==> src/rtl/lpr_pkg.sv <==
// ----------------------------------------------------------------------------
// lpr_pkg
// Shared types, constants, microcode table and CRC step for the
// length-prefixed packet receiver.
// ----------------------------------------------------------------------------
package lpr_pkg;

	localparam int BUFFER_BYTES_DEF = 64;

	localparam logic [15:0] CRC_INIT = 16'hFFFF;
	localparam logic [15:0] CRC_POLY = 16'hA001;

	// reply_type codes
	localparam logic [1:0] RT_ARM    = 2'd0;
	localparam logic [1:0] RT_ITEM   = 2'd1;
	localparam logic [1:0] RT_REJECT = 2'd2;

	localparam int PC_W = 5;

	typedef enum logic [3:0] {
		OP_NOP,
		OP_CRC_INIT,
		OP_READ,
		OP_CRC_UPD,
		OP_CMP_HI,
		OP_GOOD,
		OP_EMIT_BYTE,
		OP_EMIT_EMPTY,
		OP_REJECT,
		OP_ARM,
		OP_GO_IDLE,
		OP_SET_LEN,
		OP_STORE
	} op_t;

	typedef enum logic [3:0] {
		C_NEVER,
		C_ALWAYS,
		C_IS_ARM,
		C_NOT_RECV,
		C_LEN_ZERO,
		C_CNT_LT_LEN,
		C_IDX_EQ_N,
		C_CRC_BAD,
		C_N_ZERO,
		C_NOT_LAST,
		C_BAD_LEN
	} cond_t;

	typedef struct packed {
		op_t              op;
		cond_t            cond;
		logic [PC_W-1:0]  target;
		logic             fin;
	} uword_t;

	// sequencer -> datapath
	typedef struct packed {
		logic load;
		logic act;
		op_t  op;
	} ctl_t;

	// datapath -> sequencer
	typedef struct packed {
		logic is_arm;
		logic not_recv;
		logic len_zero;
		logic cnt_lt_len;
		logic idx_eq_n;
		logic crc_bad;
		logic n_zero;
		logic not_last;
		logic bad_len;
	} flags_t;

	// program entry points
	localparam logic [PC_W-1:0] PC_CRC_LOOP  = 5'd5;
	localparam logic [PC_W-1:0] PC_CRC_DONE  = 5'd7;
	localparam logic [PC_W-1:0] PC_EMIT_LOOP = 5'd11;
	localparam logic [PC_W-1:0] PC_EMPTY     = 5'd13;
	localparam logic [PC_W-1:0] PC_REJECT    = 5'd14;
	localparam logic [PC_W-1:0] PC_ARM       = 5'd15;
	localparam logic [PC_W-1:0] PC_GO_IDLE   = 5'd16;
	localparam logic [PC_W-1:0] PC_LEN_BYTE  = 5'd17;
	localparam logic [PC_W-1:0] PC_STORE     = 5'd19;
	localparam logic [PC_W-1:0] PC_NONE      = 5'd0;
	localparam int              PROG_LEN     = 20;

	function automatic uword_t ucode_rom(input logic [PC_W-1:0] pc);
		uword_t w;
		unique case (pc)
			5'd0:  w = '{OP_NOP,        C_IS_ARM,     PC_ARM,       1'b0};
			5'd1:  w = '{OP_NOP,        C_NOT_RECV,   PC_GO_IDLE,   1'b0};
			5'd2:  w = '{OP_NOP,        C_LEN_ZERO,   PC_LEN_BYTE,  1'b0};
			5'd3:  w = '{OP_NOP,        C_CNT_LT_LEN, PC_STORE,     1'b0};
			5'd4:  w = '{OP_CRC_INIT,   C_NEVER,      PC_NONE,      1'b0};
			5'd5:  w = '{OP_READ,       C_IDX_EQ_N,   PC_CRC_DONE,  1'b0};
			5'd6:  w = '{OP_CRC_UPD,    C_ALWAYS,     PC_CRC_LOOP,  1'b0};
			5'd7:  w = '{OP_CMP_HI,     C_NEVER,      PC_NONE,      1'b0};
			5'd8:  w = '{OP_READ,       C_NEVER,      PC_NONE,      1'b0};
			5'd9:  w = '{OP_NOP,        C_CRC_BAD,    PC_REJECT,    1'b0};
			5'd10: w = '{OP_GOOD,       C_N_ZERO,     PC_EMPTY,     1'b0};
			5'd11: w = '{OP_READ,       C_NEVER,      PC_NONE,      1'b0};
			5'd12: w = '{OP_EMIT_BYTE,  C_NOT_LAST,   PC_EMIT_LOOP, 1'b1};
			5'd13: w = '{OP_EMIT_EMPTY, C_NEVER,      PC_NONE,      1'b1};
			5'd14: w = '{OP_REJECT,     C_NEVER,      PC_NONE,      1'b1};
			5'd15: w = '{OP_ARM,        C_NEVER,      PC_NONE,      1'b1};
			5'd16: w = '{OP_GO_IDLE,    C_NEVER,      PC_NONE,      1'b1};
			5'd17: w = '{OP_NOP,        C_BAD_LEN,    PC_REJECT,    1'b0};
			5'd18: w = '{OP_SET_LEN,    C_NEVER,      PC_NONE,      1'b1};
			5'd19: w = '{OP_STORE,      C_NEVER,      PC_NONE,      1'b1};
			default: w = '{OP_NOP,      C_NEVER,      PC_NONE,      1'b1};
		endcase
		return w;
	endfunction

	// One byte of the reflected CRC-16, eight shift steps.
	function automatic logic [15:0] crc_byte(input logic [15:0] crc, input logic [7:0] b);
		logic [15:0] c;
		c = crc ^ {8'h00, b};
		for (int k = 0; k < 8; k++) begin
			c = c[0] ? ((c >> 1) ^ CRC_POLY) : (c >> 1);
		end
		return c;
	endfunction

endpackage

==> src/rtl/lpr_sequencer.sv <==
// ----------------------------------------------------------------------------
// lpr_sequencer
// Step counter and conditional jump logic over the microcode table.
// ----------------------------------------------------------------------------
module lpr_sequencer (
	input  logic              clk,
	input  logic              arst_n,
	input  logic              start,
	input  lpr_pkg::flags_t   flags,
	output logic              busy,
	output lpr_pkg::ctl_t     ctl
);

	logic                     running_q;
	logic [lpr_pkg::PC_W-1:0] pc_q;
	lpr_pkg::uword_t          word;
	logic                     take;
	logic                     load;

	assign word = lpr_pkg::ucode_rom(pc_q);
	assign load = start && !running_q;
	assign busy = running_q;

	always_comb begin
		unique case (word.cond)
			lpr_pkg::C_NEVER:      take = 1'b0;
			lpr_pkg::C_ALWAYS:     take = 1'b1;
			lpr_pkg::C_IS_ARM:     take = flags.is_arm;
			lpr_pkg::C_NOT_RECV:   take = flags.not_recv;
			lpr_pkg::C_LEN_ZERO:   take = flags.len_zero;
			lpr_pkg::C_CNT_LT_LEN: take = flags.cnt_lt_len;
			lpr_pkg::C_IDX_EQ_N:   take = flags.idx_eq_n;
			lpr_pkg::C_CRC_BAD:    take = flags.crc_bad;
			lpr_pkg::C_N_ZERO:     take = flags.n_zero;
			lpr_pkg::C_NOT_LAST:   take = flags.not_last;
			lpr_pkg::C_BAD_LEN:    take = flags.bad_len;
			default:               take = 1'b0;
		endcase
	end

	assign ctl.load = load;
	assign ctl.act  = running_q;
	assign ctl.op   = word.op;

	always_ff @(posedge clk or negedge arst_n) begin
		if (!arst_n) begin
			running_q <= 1'b0;
			pc_q      <= '0;
		end else if (load) begin
			running_q <= 1'b1;
			pc_q      <= '0;
		end else if (running_q) begin
			if (take) begin
				pc_q <= word.target;
			end else if (word.fin) begin
				running_q <= 1'b0;
				pc_q      <= '0;
			end else begin
				pc_q <= lpr_pkg::PC_W'(pc_q + 1'b1);
			end
		end
	end

	a_load_runs: assert property (@(posedge clk) disable iff (!arst_n)
		load |=> running_q)
		else $error("accepted request did not start the program");

	a_pc_in_program: assert property (@(posedge clk) disable iff (!arst_n)
		running_q |-> (pc_q < lpr_pkg::PC_W'(lpr_pkg::PROG_LEN)))
		else $error("step counter left the program");

	a_idle_pc_zero: assert property (@(posedge clk) disable iff (!arst_n)
		!running_q |-> (pc_q == '0))
		else $error("step counter not parked while idle");

endmodule

==> src/rtl/lpr_datapath.sv <==
// ----------------------------------------------------------------------------
// lpr_datapath
// Frame store, counters, CRC register and result register, driven by the
// current control word.
// ----------------------------------------------------------------------------
module lpr_datapath #(
	parameter int BUFFER_BYTES = lpr_pkg::BUFFER_BYTES_DEF
) (
	input  logic             clk,
	input  logic             arst_n,
	input  lpr_pkg::ctl_t    ctl,
	input  logic             kind,
	input  logic [7:0]       rx_byte,
	input  logic             cfg_we,
	input  logic             cfg_data,
	output lpr_pkg::flags_t  flags,
	output logic             strobe,
	output logic [1:0]       reply_type,
	output logic             arm_status,
	output logic [7:0]       payload_byte,
	output logic             byte_valid,
	output logic             last_item,
	output logic [5:0]       payload_length
);

	localparam int AW = $clog2(BUFFER_BYTES);
	localparam int CW = $clog2(BUFFER_BYTES + 1);

	typedef enum logic [1:0] {
		MODE_IDLE,
		MODE_RECV,
		MODE_HOLD
	} mode_t;

	mode_t           mode_q;
	logic            keep_q;
	logic            kind_q;
	logic [7:0]      byte_q;
	logic [CW-1:0]   len_q;
	logic [CW-1:0]   cnt_q;
	logic [AW-1:0]   idx_q;
	logic [AW-1:0]   plen_q;
	logic [15:0]     crc_q;
	logic            hi_ok_q;
	logic [7:0]      rdata_q;
	logic [7:0]      mem [BUFFER_BYTES];

	logic            strobe_q;
	logic [1:0]      rtype_q;
	logic            astat_q;
	logic [7:0]      pbyte_q;
	logic            bval_q;
	logic            last_q;
	logic [5:0]      plen_out_q;

	logic [CW-1:0]   len_m2;
	logic [AW-1:0]   idx_inc;
	logic            do_op;

	assign len_m2  = CW'(len_q - CW'(2));
	assign idx_inc = AW'(idx_q + 1'b1);
	assign do_op   = ctl.act;

	assign flags.is_arm     = kind_q;
	assign flags.not_recv   = (mode_q != MODE_RECV);
	assign flags.len_zero   = (len_q == '0);
	assign flags.cnt_lt_len = (cnt_q < len_q);
	assign flags.idx_eq_n   = (idx_q == plen_q);
	assign flags.crc_bad    = !(hi_ok_q && (rdata_q == crc_q[7:0]));
	assign flags.n_zero     = (plen_q == '0);
	assign flags.not_last   = (idx_inc != plen_q);
	assign flags.bad_len    = (byte_q < 8'd2) || (byte_q > 8'(BUFFER_BYTES));

	// frame store: one write port, one registered read port
	always_ff @(posedge clk) begin
		if (do_op && ctl.op == lpr_pkg::OP_STORE) begin
			mem[cnt_q[AW-1:0]] <= byte_q;
		end
		if (do_op && ctl.op == lpr_pkg::OP_READ) begin
			rdata_q <= mem[idx_q];
		end
	end

	// control state
	always_ff @(posedge clk or negedge arst_n) begin
		if (!arst_n) begin
			mode_q   <= MODE_IDLE;
			keep_q   <= 1'b0;
			len_q    <= '0;
			cnt_q    <= '0;
			strobe_q <= 1'b0;
		end else begin
			strobe_q <= 1'b0;
			if (cfg_we) begin
				keep_q <= cfg_data;
			end
			if (do_op) begin
				unique case (ctl.op)
					lpr_pkg::OP_ARM: begin
						strobe_q <= 1'b1;
						if (mode_q != MODE_RECV) begin
							mode_q <= MODE_RECV;
							len_q  <= '0;
							cnt_q  <= '0;
						end
					end
					lpr_pkg::OP_GO_IDLE: begin
						mode_q <= MODE_IDLE;
						cnt_q  <= '0;
					end
					lpr_pkg::OP_SET_LEN: begin
						len_q <= CW'(byte_q);
						cnt_q <= '0;
					end
					lpr_pkg::OP_STORE: begin
						cnt_q <= CW'(cnt_q + 1'b1);
					end
					lpr_pkg::OP_REJECT: begin
						strobe_q <= 1'b1;
						len_q    <= '0;
						cnt_q    <= '0;
						mode_q   <= keep_q ? MODE_RECV : MODE_IDLE;
					end
					lpr_pkg::OP_GOOD: begin
						mode_q <= MODE_HOLD;
						len_q  <= '0;
						cnt_q  <= '0;
					end
					lpr_pkg::OP_EMIT_BYTE, lpr_pkg::OP_EMIT_EMPTY: begin
						strobe_q <= 1'b1;
					end
					default: begin
					end
				endcase
			end
		end
	end

	// working registers and result payload
	always_ff @(posedge clk) begin
		if (ctl.load) begin
			kind_q <= kind;
			byte_q <= rx_byte;
		end
		if (do_op) begin
			unique case (ctl.op)
				lpr_pkg::OP_CRC_INIT: begin
					crc_q  <= lpr_pkg::CRC_INIT;
					idx_q  <= '0;
					plen_q <= len_m2[AW-1:0];
				end
				lpr_pkg::OP_CRC_UPD: begin
					crc_q <= lpr_pkg::crc_byte(crc_q, rdata_q);
					idx_q <= idx_inc;
				end
				lpr_pkg::OP_CMP_HI: begin
					hi_ok_q <= (rdata_q == crc_q[15:8]);
					idx_q   <= idx_inc;
				end
				lpr_pkg::OP_GOOD: begin
					idx_q <= '0;
				end
				lpr_pkg::OP_EMIT_BYTE: begin
					rtype_q    <= lpr_pkg::RT_ITEM;
					astat_q    <= 1'b0;
					pbyte_q    <= rdata_q;
					bval_q     <= 1'b1;
					last_q     <= !flags.not_last;
					plen_out_q <= 6'(plen_q);
					idx_q      <= idx_inc;
				end
				lpr_pkg::OP_EMIT_EMPTY: begin
					rtype_q    <= lpr_pkg::RT_ITEM;
					astat_q    <= 1'b0;
					pbyte_q    <= 8'h00;
					bval_q     <= 1'b0;
					last_q     <= 1'b1;
					plen_out_q <= 6'd0;
				end
				lpr_pkg::OP_REJECT: begin
					rtype_q    <= lpr_pkg::RT_REJECT;
					astat_q    <= 1'b0;
					pbyte_q    <= 8'h00;
					bval_q     <= 1'b0;
					last_q     <= 1'b1;
					plen_out_q <= 6'd0;
				end
				lpr_pkg::OP_ARM: begin
					rtype_q    <= lpr_pkg::RT_ARM;
					astat_q    <= (mode_q == MODE_RECV);
					pbyte_q    <= 8'h00;
					bval_q     <= 1'b0;
					last_q     <= 1'b0;
					plen_out_q <= 6'd0;
				end
				default: begin
				end
			endcase
		end
	end

	assign strobe         = strobe_q;
	assign reply_type     = rtype_q;
	assign arm_status     = astat_q;
	assign payload_byte   = pbyte_q;
	assign byte_valid     = bval_q;
	assign last_item      = last_q;
	assign payload_length = plen_out_q;

	a_store_in_frame: assert property (@(posedge clk) disable iff (!arst_n)
		(do_op && ctl.op == lpr_pkg::OP_STORE) |-> (cnt_q < len_q && mode_q == MODE_RECV))
		else $error("store outside the current frame");

	a_emit_in_range: assert property (@(posedge clk) disable iff (!arst_n)
		(do_op && ctl.op == lpr_pkg::OP_EMIT_BYTE) |-> (idx_q < plen_q))
		else $error("payload emission past the packet end");

	a_len_bounded: assert property (@(posedge clk) disable iff (!arst_n)
		len_q <= CW'(BUFFER_BYTES))
		else $error("frame length above buffer size");

endmodule

==> src/rtl/length_prefixed_packet_receiver_crc16_top.sv <==
// ----------------------------------------------------------------------------
// length_prefixed_packet_receiver_crc16_top
// Receives length-prefixed radio frames, checks a reflected CRC-16 and
// replays the payload of good frames.
// ----------------------------------------------------------------------------
// Usage:
//  - Issue a request by raising start with kind/rx_byte while busy is low;
//    kind 1 arms reception, kind 0 delivers one received byte.
//  - Once armed, the first byte is the frame length (payload plus two CRC
//    bytes), the next bytes are stored, and the byte after them runs the
//    check. A good frame yields one result per payload byte, the last one
//    flagged, or one empty result if none; a bad frame or length, one reject.
//  - Results appear on the result ports for one cycle with strobe high; the
//    receiver cannot hold them off, so take each one as it comes.
//  - keep_listening is written through cfg_valid/cfg_ready/cfg_data while
//    the block is idle; cfg_ready is low while busy.
// Timing: a microcoded step counter walks a 20-word program, one word per
//  cycle, over a frame store with one write port and one registered read
//  port. Busy rises the cycle after the request. The check byte reads each
//  payload byte and folds it into the CRC, compares the two CRC bytes, then
//  reads and emits each payload byte of a good frame; every read step comes
//  before the step that uses it, as the frame store read is registered.
//  A result strobes in the cycle after the step that makes it.
// Reset: arst_n clears mode to idle, the frame length and stored-byte count
//  to zero, strobe and keep_listening to 0; the frame store needs no clearing.
// ----------------------------------------------------------------------------
module length_prefixed_packet_receiver_crc16_top #(
	parameter int BUFFER_BYTES = lpr_pkg::BUFFER_BYTES_DEF
) (
	input  logic        clk,
	input  logic        arst_n,
	// request channel
	input  logic        start,
	output logic        busy,
	input  logic        kind,
	input  logic [7:0]  rx_byte,
	// configuration write channel
	input  logic        cfg_valid,
	output logic        cfg_ready,
	input  logic        cfg_data,
	// result channel
	output logic        strobe,
	output logic [1:0]  reply_type,
	output logic        arm_status,
	output logic [7:0]  payload_byte,
	output logic        byte_valid,
	output logic        last_item,
	output logic [5:0]  payload_length
);

	lpr_pkg::ctl_t   ctl;
	lpr_pkg::flags_t flags;

	// hold off configuration while a request runs
	assign cfg_ready = !busy;

	lpr_sequencer u_seq (
		.clk    (clk),
		.arst_n (arst_n),
		.start  (start),
		.flags  (flags),
		.busy   (busy),
		.ctl    (ctl)
	);

	lpr_datapath #(
		.BUFFER_BYTES (BUFFER_BYTES)
	) u_dp (
		.clk            (clk),
		.arst_n         (arst_n),
		.ctl            (ctl),
		.kind           (kind),
		.rx_byte        (rx_byte),
		.cfg_we         (cfg_valid && cfg_ready),
		.cfg_data       (cfg_data),
		.flags          (flags),
		.strobe         (strobe),
		.reply_type     (reply_type),
		.arm_status     (arm_status),
		.payload_byte   (payload_byte),
		.byte_valid     (byte_valid),
		.last_item      (last_item),
		.payload_length (payload_length)
	);

endmodule
==> config.mk <==
export PLATFORM = sky130hd
export DESIGN_NAME = length_prefixed_packet_receiver_crc16_top
export DESIGN_NICKNAME = d
export VERILOG_FILES = /design/src/rtl/lpr_pkg.sv /design/src/rtl/lpr_sequencer.sv /design/src/rtl/lpr_datapath.sv /design/src/rtl/length_prefixed_packet_receiver_crc16_top.sv
export SDC_FILE = /design/constraint.sdc
export NUM_CORES = 1
export LEC_CHECK = 0
export BUFFER_PORTS_ARGS = -buffer_cell sky130_fd_sc_hd__buf_2
export CAP_MARGIN = 10
export CELL_PAD_IN_SITES_DETAIL_PLACEMENT = 1
export CELL_PAD_IN_SITES_GLOBAL_PLACEMENT = 1
export CORE_AREA = 5 5 312 192
export DETAILED_ROUTE_END_ITERATION = 12
export DIE_AREA = 0 0 317 197
export PLACE_DENSITY = 0.74
export SLEW_MARGIN = 0
export SYNTH_ARGS = -nofsm -noshare
export SYNTH_HDL_FRONTEND = slang
export SYNTH_SLANG_ARGS = --single-unit
==> constraint.sdc <==
create_clock -name clk -period 7.2 [get_ports clk]
set_input_delay 0.36 -clock clk [delete_from_list [all_inputs] [get_ports clk]]
set_output_delay 0.36 -clock clk [all_outputs]
set_load 0.01 [all_outputs]
==> reports/summary.md <==
## Synthesis
• **Post-Syn Instances** 1,544
• **Post-Syn Nets** 1,576
• **share of synthesized area occupied by flip-flops and latches** 71.31%
• **post-synth top area cell** edfxtp_1
• **post-synth cell types** 66
• **post-synthesis instance area** 25,140 um2
• **FFs w/ async S/R, synth** 3.993%
• **Avg Inst Size Synth** 16.28 um2
• **leading post-synthesis cells by cell area** edfxtp_1, mux4_2, mux2i_1
• **Yosys warning total** 0
• **prevailing post-synth register cell** edfxtp_1
• **most common cell in the synthesized netlist** edfxtp_1
• **EDFF count, synth** 577
• **count of state elements after synthesis** 601
• **Synth top cells by count** edfxtp_1, nor2_1, mux2i_1, nand2_1, mux4_2
• **share of Yosys cell area claimed by the top area cell type** 68.92%

## Power
• **worst-case vdd ir drop** 0.2930 mV
• **Power Dens Cells** 386.4 nW/um2
• **leakage power summed over all cells** 9.057 nW
• **overall power consumption** 0.01073 W

## Setup path
• **chain of cells forming the critical path** inv_1 > ha_1 > nor2b_1 > a32oi_1 > o32ai_1 > buf_4 > nor4_1 > buf_4 > nand3_1 > nor2_1
• **cell family with most CP delay** simple AND/OR/NAND/NOR gates
• **Startpoint Class** flip-flop
• **endpoint type of the worst setup path** flip-flop
• **data required time of the worst path** 7420 ps
• **class of the most critical setup path** flip-flop to flip-flop
• **cell with the largest stage delay on the worst path** nor2_1
• **CP bufs+invs** 3
• **CP dominant cell by count** buf_4
• **highest net fanout along the worst path** 11
• **maximum single-stage delay on the critical path** 840 ps
• **arrival time worst endpoint** 4610 ps

## Clock network
• **clock latency on the worst-skew pair** 590 ps
• **clock tree sinks** 601
• **CTS tree** done
• **CTS buffer count** 53
• **Post-CTS Setup Repair Bufs** 0
• **CTS Root Buffer Type** clkbuf_16
• **level count of the clock H-tree** 2
• **clock-pin transition on the worst setup and hold timing paths** 60 ps
• **quantity of gates resized following cts** 0
• **CTS Buffer Depth** 3

## Global routing
• **number of global-route vias before repair** 14,480
• **wire length of the first global-routing pass** 99,530 um
• **total routing resource utilization after global routing** 21.45%
• **pin count of the biggest net entering global routing** 112
• **gr ovfl total** 0
• **antenna violations before repair** 1

## STA
• **number of slew-limit violations in the final report** 0
• **number of hold-slack violations in the final timing report** 0
• **Final Cycle Share** 60.96%
• **final clock skew** 14.38 ps
• **RSZ-0062 raised after global routing** no
• **pin slew with the least headroom to its limit** 1206 ps
• **setup tns final** 0 ps
• **minimum clock period after layout** 4389 ps
• **endpoints failing setup** 0
• **Fin Hold WS** 36.94 ps
• **upper clock frequency limit** 227.8 MHz
• **Max-slew headroom** 18.99%

## Drt
• **top sig layer** met4
• **total wirelength of the detailed-routed design** 67,580 um
• **initial detailed-routing violation count** 1,840
• **length of the first detailed-routing pass in iterations** 5
• **met3 layer wire length in the routed design** 6204 um
• **Detail Route met2 WL** 28,770 um
• **post-DR vias/cell** 6.006
• **routed wire length per instance** 28.24 um
• **detailed-route wire length on metal 1** 31,900 um
• **via count of the routed design** 14,370
• **DRC viols** 0
• **remaining antenna violation count after routing** 0

## Finish
• **fraction of layout cells with a size suffix above 1** 13.37%
• **antenna cells** 0
• **number of nets at the end of the flow** 1,616
• **non-filler instance count after layout** 2,393
• **Area growth, synth to finish** 10.46%

## Die
• **top-level port count** 36
• **y dimension of the die** 197 um
• **area enclosed by the die boundary** 62,450 um2
• **placeable core region** 56,750 um2
• **number of cell rows** 68
• **effective utilization at floorplan** 44.30%
• **die extent in x** 317 um

## Placement
• **half-perimeter wire length after detailed placement** 43,840 um
• **GP Congestion** 0.8403
• **count of input and output buffers** 35
• **Cell Count Post-Placement** 2,287

## Outcome
• **outcome** finished, final reports clean

## Worst hold path
• **class of the most critical hold timing path** primary input to flip-flop

## Run
• **number of violations of the max-capacitance limit** 0

what timing repair did:
action | CTS | global route
hold buffers | 10 | 0
setup endpoints to repair | 0 | 0
endpoints found under the hold margin | 33 | 0
final timing paths:
path | startpoint | end | slack [ps] | depth (start not counted)
max | u_seq.pc_q[0]$_DFFE_PN0P_ | u_dp.mem[44][4]$_DFFE_PP_ | 2810 | 10
min | cfg_data | u_dp.keep_q$_DFFE_PN0P_ | 40 | 2
max reg2reg | u_seq.pc_q[0]$_DFFE_PN0P_ | u_dp.mem[44][4]$_DFFE_PP_ | 2810 | 10
min reg2reg | u_dp.mode_q[0]$_DFFE_PN0P_ | u_dp.mode_q[0]$_DFFE_PN0P_ | 510 | 2
max in group asynchronous | arst_n | u_dp.len_q[4]$_DFFE_PN0P_ | 6450 | 2
min in group asynchronous | arst_n | u_dp.strobe$_DFF_PN0_ | 330 | 2
cells by family (layout without fill, tap and decap cells):
logic type      Yosys count  in the layout  share of synthesized area [%]
compound gates          207            207                          5.490
buf+inv                 103            182                          2.011
mux                     215            215                          12.15
flops                   601            601                          71.31
xor+xnor                 53             53                          1.901
simple gates            347            347                          6.241
fa+ha+maj                18             18                         0.8959
cell type report:
type / instances / area, um2
inverter: 21 / 78.83
clock inverter: 30 / 197.7
multi-input combinational: 840 / 6725
tap: 770 / 963.4
sequential: 601 / 17930
clock buffer: 64 / 1410
fill: 5382 / 28980
timing repair buffer: 67 / 466.7
flip-flops by register name, summed over array words and instances, names as in the netlist, 2 cells and up:
| register | count |
|---|---|
| u_dp.payload_byte | 8 |
| u_dp.reply_type | 2 |
| u_dp.plen_q | 6 |
| u_seq.pc_q | 5 |
| u_dp.rdata_q | 8 |
| u_dp.byte_q | 8 |
| u_dp.mode_q | 2 |
| u_dp.crc_q | 16 |
| u_dp.cnt_q | 7 |
| u_dp.mem | 512 |
| u_dp.payload_length | 6 |
| u_dp.idx_q | 6 |
| u_dp.len_q | 7 |
per-stage QoR:
step	instance area [um2]	utilization, %	setup slack [ps]
2_1_floorplan	25140	-	3470
3_3_place_gp	26040	45.88	3127
3_5_place_dp	26040	45.89	2820
4_1_cts	27750	48.90	2829
5_1_grt	27770	48.93	2629
6_report	27770	48.93	2811
routing by layer:
metal	GRT usage (%)	up-vias
li1	-	6108
met1	35.15	7549
met2	30.14	663
met3	4.593	53
met4	2.931	0
met5	0	-
placed cells by master (no fill, tap or decap), types with 4 or more instances in the layout:
master         synthesis  final
nand2_1               77     76
o21a_1                 7      7
mux4_2                72     72
nor3_1                11     10
ha_1                  18     18
buf_4                  6     18
nand4_1                7      7
a21oi_1               45     45
or3_1                  4      4
nor2b_1                7      7
xor2_1                16     16
o221ai_1              34     34
nor4_1                 5      5
clkbuf_1              33      9
o22ai_1               34     34
dfrtp_1               24     24
mux2i_1              141    141
xnor2_1               36     36
nand2b_1              15     14
buf_2                 23     36
o21ai_0               45     45
o211ai_1               5      5
clkinv_2               0      8
edfxtp_1             577    577
nand3_1               17     17
clkinv_1               1     16
and2_1                15     15
nand3b_1               4      4
inv_1                 20     20
and3_1                 6      6
dlygate4sd3_1          0     10
nor2_1               165    164
clkbuf_16              0     55
report_power, final:
group          internal (W)  switching [W]
sequential          0.00406       0.000217
combinational       0.00140        0.00233
clock               0.00146        0.00126
Note: power is estimated with default switching activity, not from simulation.
